--- config.mk ---
export PLATFORM = sky130hd
export DESIGN_NAME = jcdc_to_dc
export DESIGN_NICKNAME = d
export VERILOG_FILES = /design/src/design/jcdc_pkg.sv /design/src/design/jcdc_to_dc.sv
export SDC_FILE = /design/constraint.sdc
export NUM_CORES = 2
export LEC_CHECK = 0
export BUFFER_PORTS_ARGS = -buffer_cell sky130_fd_sc_hd__buf_2
export CAP_MARGIN = 20
export CORE_ASPECT_RATIO = 1.75
export CORE_MARGIN = 5
export CORE_UTILIZATION = 47
export DETAILED_ROUTE_END_ITERATION = 8
export PLACE_DENSITY_LB_ADDON = 0.05
export RECOVER_POWER = 50
export SETUP_SLACK_MARGIN = 0.5
export SYNTH_ARGS = -nofsm -noshare
export SYNTH_HDL_FRONTEND = slang
export SYNTH_SLANG_ARGS = --single-unit
--- constraint.sdc ---
create_clock -name clk -period 11.7 [get_ports clk]
set_input_delay 1.17 -clock clk [delete_from_list [all_inputs] [get_ports clk]]
set_output_delay 1.17 -clock clk [all_outputs]
set_load 0.03 [all_outputs]
--- src/design/jcdc_pkg.sv ---
`timescale 1ns / 1ps
// ============================================================================
// jcdc_pkg
// Shared types and constants of the Julian day / calendar converter.
// ============================================================================
package jcdc_pkg;

  localparam int unsigned LAT = 8;

  typedef enum logic {
    CMD_TO_CAL = 1'b0,
    CMD_TO_DC  = 1'b1
  } cmd_t;

  typedef struct packed {
    logic               cmd;
    logic signed [63:0] day_time;
    logic signed [17:0] year_in;
    logic [3:0]         month_in;
    logic [4:0]         day_in;
    logic [4:0]         hour_in;
    logic [5:0]         minute_in;
    logic [25:0]        second_us_in;
    logic signed [11:0] zone_minutes;
  } item_t;

  typedef struct packed {
    logic signed [17:0] year;
    logic [3:0]         month;
    logic [4:0]         day;
    logic [4:0]         hour;
    logic [5:0]         minute;
    logic [25:0]        second_us;
    logic               oor;
  } cal_res_t;

  typedef struct packed {
    logic signed [63:0] day_time;
    logic               oor;
  } dc_res_t;

  // microseconds per day scaled by 2^-11
  localparam logic [25:0] US_DAY_SCALED = 26'd42187500;
  localparam logic [25:0] US_PER_MIN    = 26'd60000000;
  localparam logic [25:0] US_ROUND_EDGE = 26'd59999500;
  localparam logic [36:0] US_DAY_CARRY  = 37'd86399999500;
  localparam logic [34:0] JD_J2000      = 35'd2451545;
  localparam logic [25:0] JD_LAST_JUL   = 26'd2299160;
  localparam logic [23:0] DC_DIV        = 24'd10546875;
  localparam logic [23:0] DC_HALF_Q     = 24'd5273437;
  localparam logic [16:0] DC_OFS_Q      = 17'd11700;

endpackage

--- src/design/jcdc_to_dc.sv ---
`timescale 1ns / 1ps
// ============================================================================
// jcdc_to_dc
// Eight-stage datapath: calendar date, local time and zone to Q32.32 days.
// ============================================================================
module jcdc_to_dc import jcdc_pkg::*; (
  input  logic     clk,
  input  logic     en,
  input  item_t    item_i,
  output dc_res_t  res_o
);

  // stage 1
  logic signed [18:0] y1;
  logic signed [5:0]  m1;
  logic signed [18:0] yy1_r, yy1_nxt;
  logic [3:0]         mo1_r, mo1_nxt;
  logic [4:0]         d1_r;
  logic [25:0]        us1_r;
  logic signed [13:0] mins1_r, mins1_nxt;
  logic               yoor1_r, yoor1_nxt;
  // stage 2
  logic signed [39:0] tp2;
  logic signed [31:0] pj2, jda2;
  logic [24:0]        mt2;
  logic [16:0]        yo2;
  logic [34:0]        py2;
  logic [38:0]        tp2_r;
  logic signed [31:0] jd2_r, jd2_nxt;
  logic signed [11:0] c2_r, c2_nxt;
  logic               yoor2_r;
  // stage 3
  logic [55:0]        pc3;
  logic signed [13:0] c33;
  logic [15:0]        cq3_r, cq3_nxt;
  logic [38:0]        tp3_r;
  logic signed [31:0] jd3_r, jd3_nxt;
  logic               yoor3_r;
  // stage 4
  logic [38:0]        b4;
  logic [16:0]        a4_r, a4_nxt;
  logic [23:0]        bb4_r, bb4_nxt;
  logic signed [31:0] jd4_r;
  logic               yoor4_r;
  // stage 5
  logic [42:0]        x5;
  logic [63:0]        pq5;
  logic [42:0]        x5_r;
  logic [19:0]        q5_r;
  logic [16:0]        a5_r;
  logic signed [31:0] jd5_r;
  logic               yoor5_r;
  // stage 6
  logic [42:0]        r6;
  logic [19:0]        q6_r, q6_nxt;
  logic [16:0]        a6_r;
  logic signed [31:0] jd6_r;
  logic               yoor6_r;
  // stage 7
  logic signed [17:0] as7;
  logic [63:0]        tot7_r, tot7_nxt;
  logic               yoor7_r;
  dc_res_t            res_r, res_nxt;

  always_comb begin
    y1        = {item_i.year_in[17], item_i.year_in};
    yoor1_nxt = (y1 < -19'sd4712) || (y1 > 19'sd99999);
    m1        = $signed({2'b00, item_i.month_in}) - 6'sd3;
    if (m1 < 6'sd0) begin
      m1 = m1 + 6'sd12;
      y1 = y1 - 19'sd1;
    end
    mo1_nxt   = m1[3:0];
    yy1_nxt   = y1 + 19'sd4712;
    mins1_nxt = $signed({8'd0, item_i.minute_in})
              + $signed({1'b0, {8'd0, item_i.hour_in} * 13'd60})
              - $signed({{2{item_i.zone_minutes[11]}}, item_i.zone_minutes});
  end

  always_comb begin
    tp2  = $signed({14'd0, us1_r}) + $signed({{26{mins1_r[13]}}, mins1_r}) * 40'sd60000000
         + 40'sd123398437500;
    pj2  = $signed({{13{yy1_r[18]}}, yy1_r}) * 32'sd1461;
    jda2 = (pj2 >>> 2) - 32'sd2451487;
    mt2  = ({21'd0, mo1_r} * 25'd306 + 25'd5) * 25'd6554;
    jd2_nxt = jda2 + $signed({23'd0, mt2[24:16]}) + $signed({27'd0, d1_r});
    yo2  = 17'(yy1_r + 19'sd88);
    py2  = {18'd0, yo2} * {17'd0, 18'd167773};
    c2_nxt = $signed({1'b0, py2[34:24]}) - 12'sd59;
  end

  always_comb begin
    pc3     = {17'd0, tp2_r} * {39'd0, 17'd104249};
    cq3_nxt = pc3[55:40];
    c33     = ($signed({{2{c2_r[11]}}, c2_r}) * 14'sd3) >>> 2;
    if (jd2_r > -32'sd152386) begin
      jd3_nxt = jd2_r - ($signed({{18{c33[13]}}, c33}) + 32'sd7);
    end else begin
      jd3_nxt = jd2_r;
    end
  end

  always_comb begin
    b4 = tp3_r - ({23'd0, cq3_r} * {15'd0, DC_DIV});
    if (b4 >= {15'd0, DC_DIV}) begin
      a4_nxt  = {1'b0, cq3_r} + 17'd1;
      bb4_nxt = 24'(b4 - {15'd0, DC_DIV});
    end else begin
      a4_nxt  = {1'b0, cq3_r};
      bb4_nxt = b4[23:0];
    end
  end

  always_comb begin
    x5  = {bb4_r, 19'd0} + {19'd0, DC_HALF_Q};
    pq5 = {21'd0, x5} * {43'd0, 21'd1667999};
  end

  always_comb begin
    r6     = x5_r - ({23'd0, q5_r} * {19'd0, DC_DIV});
    q6_nxt = (r6 >= {19'd0, DC_DIV}) ? q5_r + 20'd1 : q5_r;
  end

  always_comb begin
    as7      = $signed({1'b0, a6_r}) - $signed({1'b0, DC_OFS_Q});
    tot7_nxt = {jd6_r, 32'd0} + 64'h0000_0000_8000_0000
             + ({{46{as7[17]}}, as7} << 19) + {44'd0, q6_r};
  end

  always_comb begin
    res_nxt = '0;
    if (yoor7_r) begin
      res_nxt.oor = 1'b1;
    end else begin
      res_nxt.day_time = tot7_r;
    end
  end

  always_ff @(posedge clk) begin
    if (en) begin
      yy1_r   <= yy1_nxt;
      mo1_r   <= mo1_nxt;
      d1_r    <= item_i.day_in;
      us1_r   <= item_i.second_us_in;
      mins1_r <= mins1_nxt;
      yoor1_r <= yoor1_nxt;
      tp2_r   <= tp2[38:0];
      jd2_r   <= jd2_nxt;
      c2_r    <= c2_nxt;
      yoor2_r <= yoor1_r;
      cq3_r   <= cq3_nxt;
      tp3_r   <= tp2_r;
      jd3_r   <= jd3_nxt;
      yoor3_r <= yoor2_r;
      a4_r    <= a4_nxt;
      bb4_r   <= bb4_nxt;
      jd4_r   <= jd3_r;
      yoor4_r <= yoor3_r;
      x5_r    <= x5;
      q5_r    <= pq5[63:44];
      a5_r    <= a4_r;
      jd5_r   <= jd4_r;
      yoor5_r <= yoor4_r;
      q6_r    <= q6_nxt;
      a6_r    <= a5_r;
      jd6_r   <= jd5_r;
      yoor6_r <= yoor5_r;
      tot7_r  <= tot7_nxt;
      yoor7_r <= yoor6_r;
      res_r   <= res_nxt;
    end
  end

  assign res_o = res_r;

endmodule

==> impl_metrics.json <==
{
  "grt-ovfl-total": 0,
  "vias_per_cell": 5.15,
  "drt_iter0_drc": 1924,
  "fmax_mhz": 94.3,
  "clock-sinks": 609,
  "grt_pass1_wl_mm": 354,
  "antenna_found_initial": 1,
  "antenna_left": 0,
  "design.core.area_sq_um": 188000,
  "dieArea_sq_um": 198000,
  "timing.rr.start": "mo1_r[1]",
  "place_congestion": 0.917,
  "drt-met1-wl_mm": 72.8,
  "port_buffers": 142,
  "wl_per_cell_microns": 19.9,
  "synthTopCellsByArea": "fa_1 28%, ha_1 22%, edfxtp_1 21%",
  "fp.dieH_microns": 585,
  "dp_cells": 11100,
  "start_util_pct": 47.1,
  "ctsHtreeMaxLevel": 3,
  "dr_wl_met2_mm": 130,
  "dpl.hpwl_mm": 196,
  "crit_start": "mo1_r[1]",
  "fin_crit_ps": 10610,
  "num_rows": 211,
  "met3WireLength_mm": 3.94,
  "hp-class": "reg -> reg",
  "fin_setup_tns_ps": 0,
  "synthToLayoutAreaGrowth_pct": 6.88,
  "drtPass1Iterations": 5,
  "io_pins": 208,
  "cpMaxStageDelayCell": "fa_1",
  "cts.path.max_buffers": 3,
  "setup_viol": 0,
  "yosys_warnings": 0,
  "yosysTopAreaCellShare_pct": 27.8,
  "stdcell_count": 11200,
  "synthFlopType": "edfxtp_1",
  "yosys.area.top_type": "fa_1",
  "cp_max_fo": 7,
  "finClkSkew_ps": 36.8,
  "synth_edf_count": 609,
  "drv_slew": 437,
  "worst_skew_pair.late_latency_ps": 680,
  "seq_area_sq_um": 18300,
  "ys_ff_latch": 609,
  "grt_use_total_pct": 23.0,
  "status": "finished, violations left",
  "grt_pass1_vias": 65100,
  "startpoint_type": "register",
  "syn_area_sq_um": 88700,
  "netlist_instances": 8534,
  "seq_area_frac_synth_pct": 20.6,
  "nets": 11700,
  "clkTransAtPathRegs_ps": 70,
  "final_core_util_pct": 50.4,
  "max_stage_delay_ps": 510,
  "die_x_microns": 338,
  "root_buffer": "clkbuf_16",
  "crit_top_cell": "inv_1",
  "crit_type": "reg -> reg",
  "cp-end-kind": "register",
  "tightest_slew_ps": 5040,
  "finalHoldViolations": 0,
  "hold_buffers": 0,
  "final.fill_count": 17600,
  "cts_tree": "yes",
  "drc": 0,
  "routed_wl_mm": 224,
  "yosysMostFrequentCell": "inv_1",
  "fin_hold_ws_ps": 412,
  "multi_input_area_sq_um": 61400,
  "ys_types": 100,
  "fin_crit_sh_pct": 90.7,
  "vias": 57900,
  "slew_headroom_pct": -236,
  "maxCapViolCount": 6,
  "violations": "capacitance limit, slew limit",
  "grt_start_max_net_pins": 180,
  "async_reset_ff_share_pct": 0,
  "syn-mean-instance-area_sq_um": 10.4,
  "numCtsBuffers": 68,
  "holdCritStartpoint": "a5_r[6]",
  "grt_setup_unrepaired": "false",
  "drive_gt1_share_pct": 4.29,
  "cp.arrival_ps": 11010,
  "synthTopCellsByCount": "2337 x inv_1, 1545 x ha_1, 1233 x fa_1",
  "top_layer": "met4",
  "cp_data_required_time_ps": 12110
}
## repair_timing
action,CTS,global route
setup endpoints to repair,0,5
setup buffers,0,4
resized for setup,0,1
## layout by cell type, fill, tap and decap left out, types with 136 or more instances in the layout
cell / instances
nor2_1: 260
xnor2_1: 313
o21ai_0: 209
buf_2: 138
a21oi_1: 300
edfxtp_1: 609
a21o_1: 136
fa_1: 1233
ha_1: 1545
nand2_1: 275
inv_1: 2337
xor2_1: 162
## flip-flops by register name (all words and copies together), names as in the netlist, 24 cells and up
signal / count
res_o: 65
bb4_r: 24
us1_r: 26
jd2_r: 32
jd6_r: 32
x5_r: 24
jd3_r: 32
tp3_r: 39
tp2_r: 39
jd5_r: 32
jd4_r: 32
tot7_r: 64
## cell type report
class,instances,area share [%]
multi-input cells,5521,64.8
flip-flops and latches,609,19.3
inverters,2338,9.25
well taps,2449,3.23
clock buffers,76,1.85
repair buffers,203,1.17
clock inverters,45,0.418
diodes,1,0.00264
## layer usage
metal	up-vias	GRT usage (%)
met2	841	48.1
met1	28700	21.3
met4	0	13.5
met3	551	1.74
met5	-	0
li1	27800	-
## logic make-up after synthesis
group	share of synthesized area [%]
AND/OR/NAND/NOR	6.64
adder cells (fa/ha/maj)	49.6
buffers and inverters	10.2
XOR/XNOR	4.72
flip-flops	20.6
multiplexers	0.262
other	0.00846
AO/OA/AOI/OAI	7.95
## path summary, 6_finish.rpt
kind                                  end  slack [ps]  cells after the start
worst max register to register  jd2_r[27]        1090                     43
worst min register to register    a6_r[6]         410                      0
worst min-delay path              a6_r[6]         410                      0
worst max-delay path            jd2_r[27]        1090                     43
## stage by stage
step	setup slack (ps)	instance area, sq um
after floorplan	2320	88700
after global placement	790	92700
after detailed placement	819	92700
after CTS	764	94900
after global routing	470	94800
final	1090	94800
## critical path: cells and delay by family (launching register included)
kind,cells,cell delay [ps]
DFF,1,500
adders and majority gates,11,3610
buffers and inverters,10,1020
xor gates and xnor gates,4,760
AOI/OAI and AO/OA,10,2380
and+or+nand+nor,8,2040
Power is left out: the tool's default activity adds up to more than one toggle a clock period on the data nets, which glitch-free logic cannot reach.
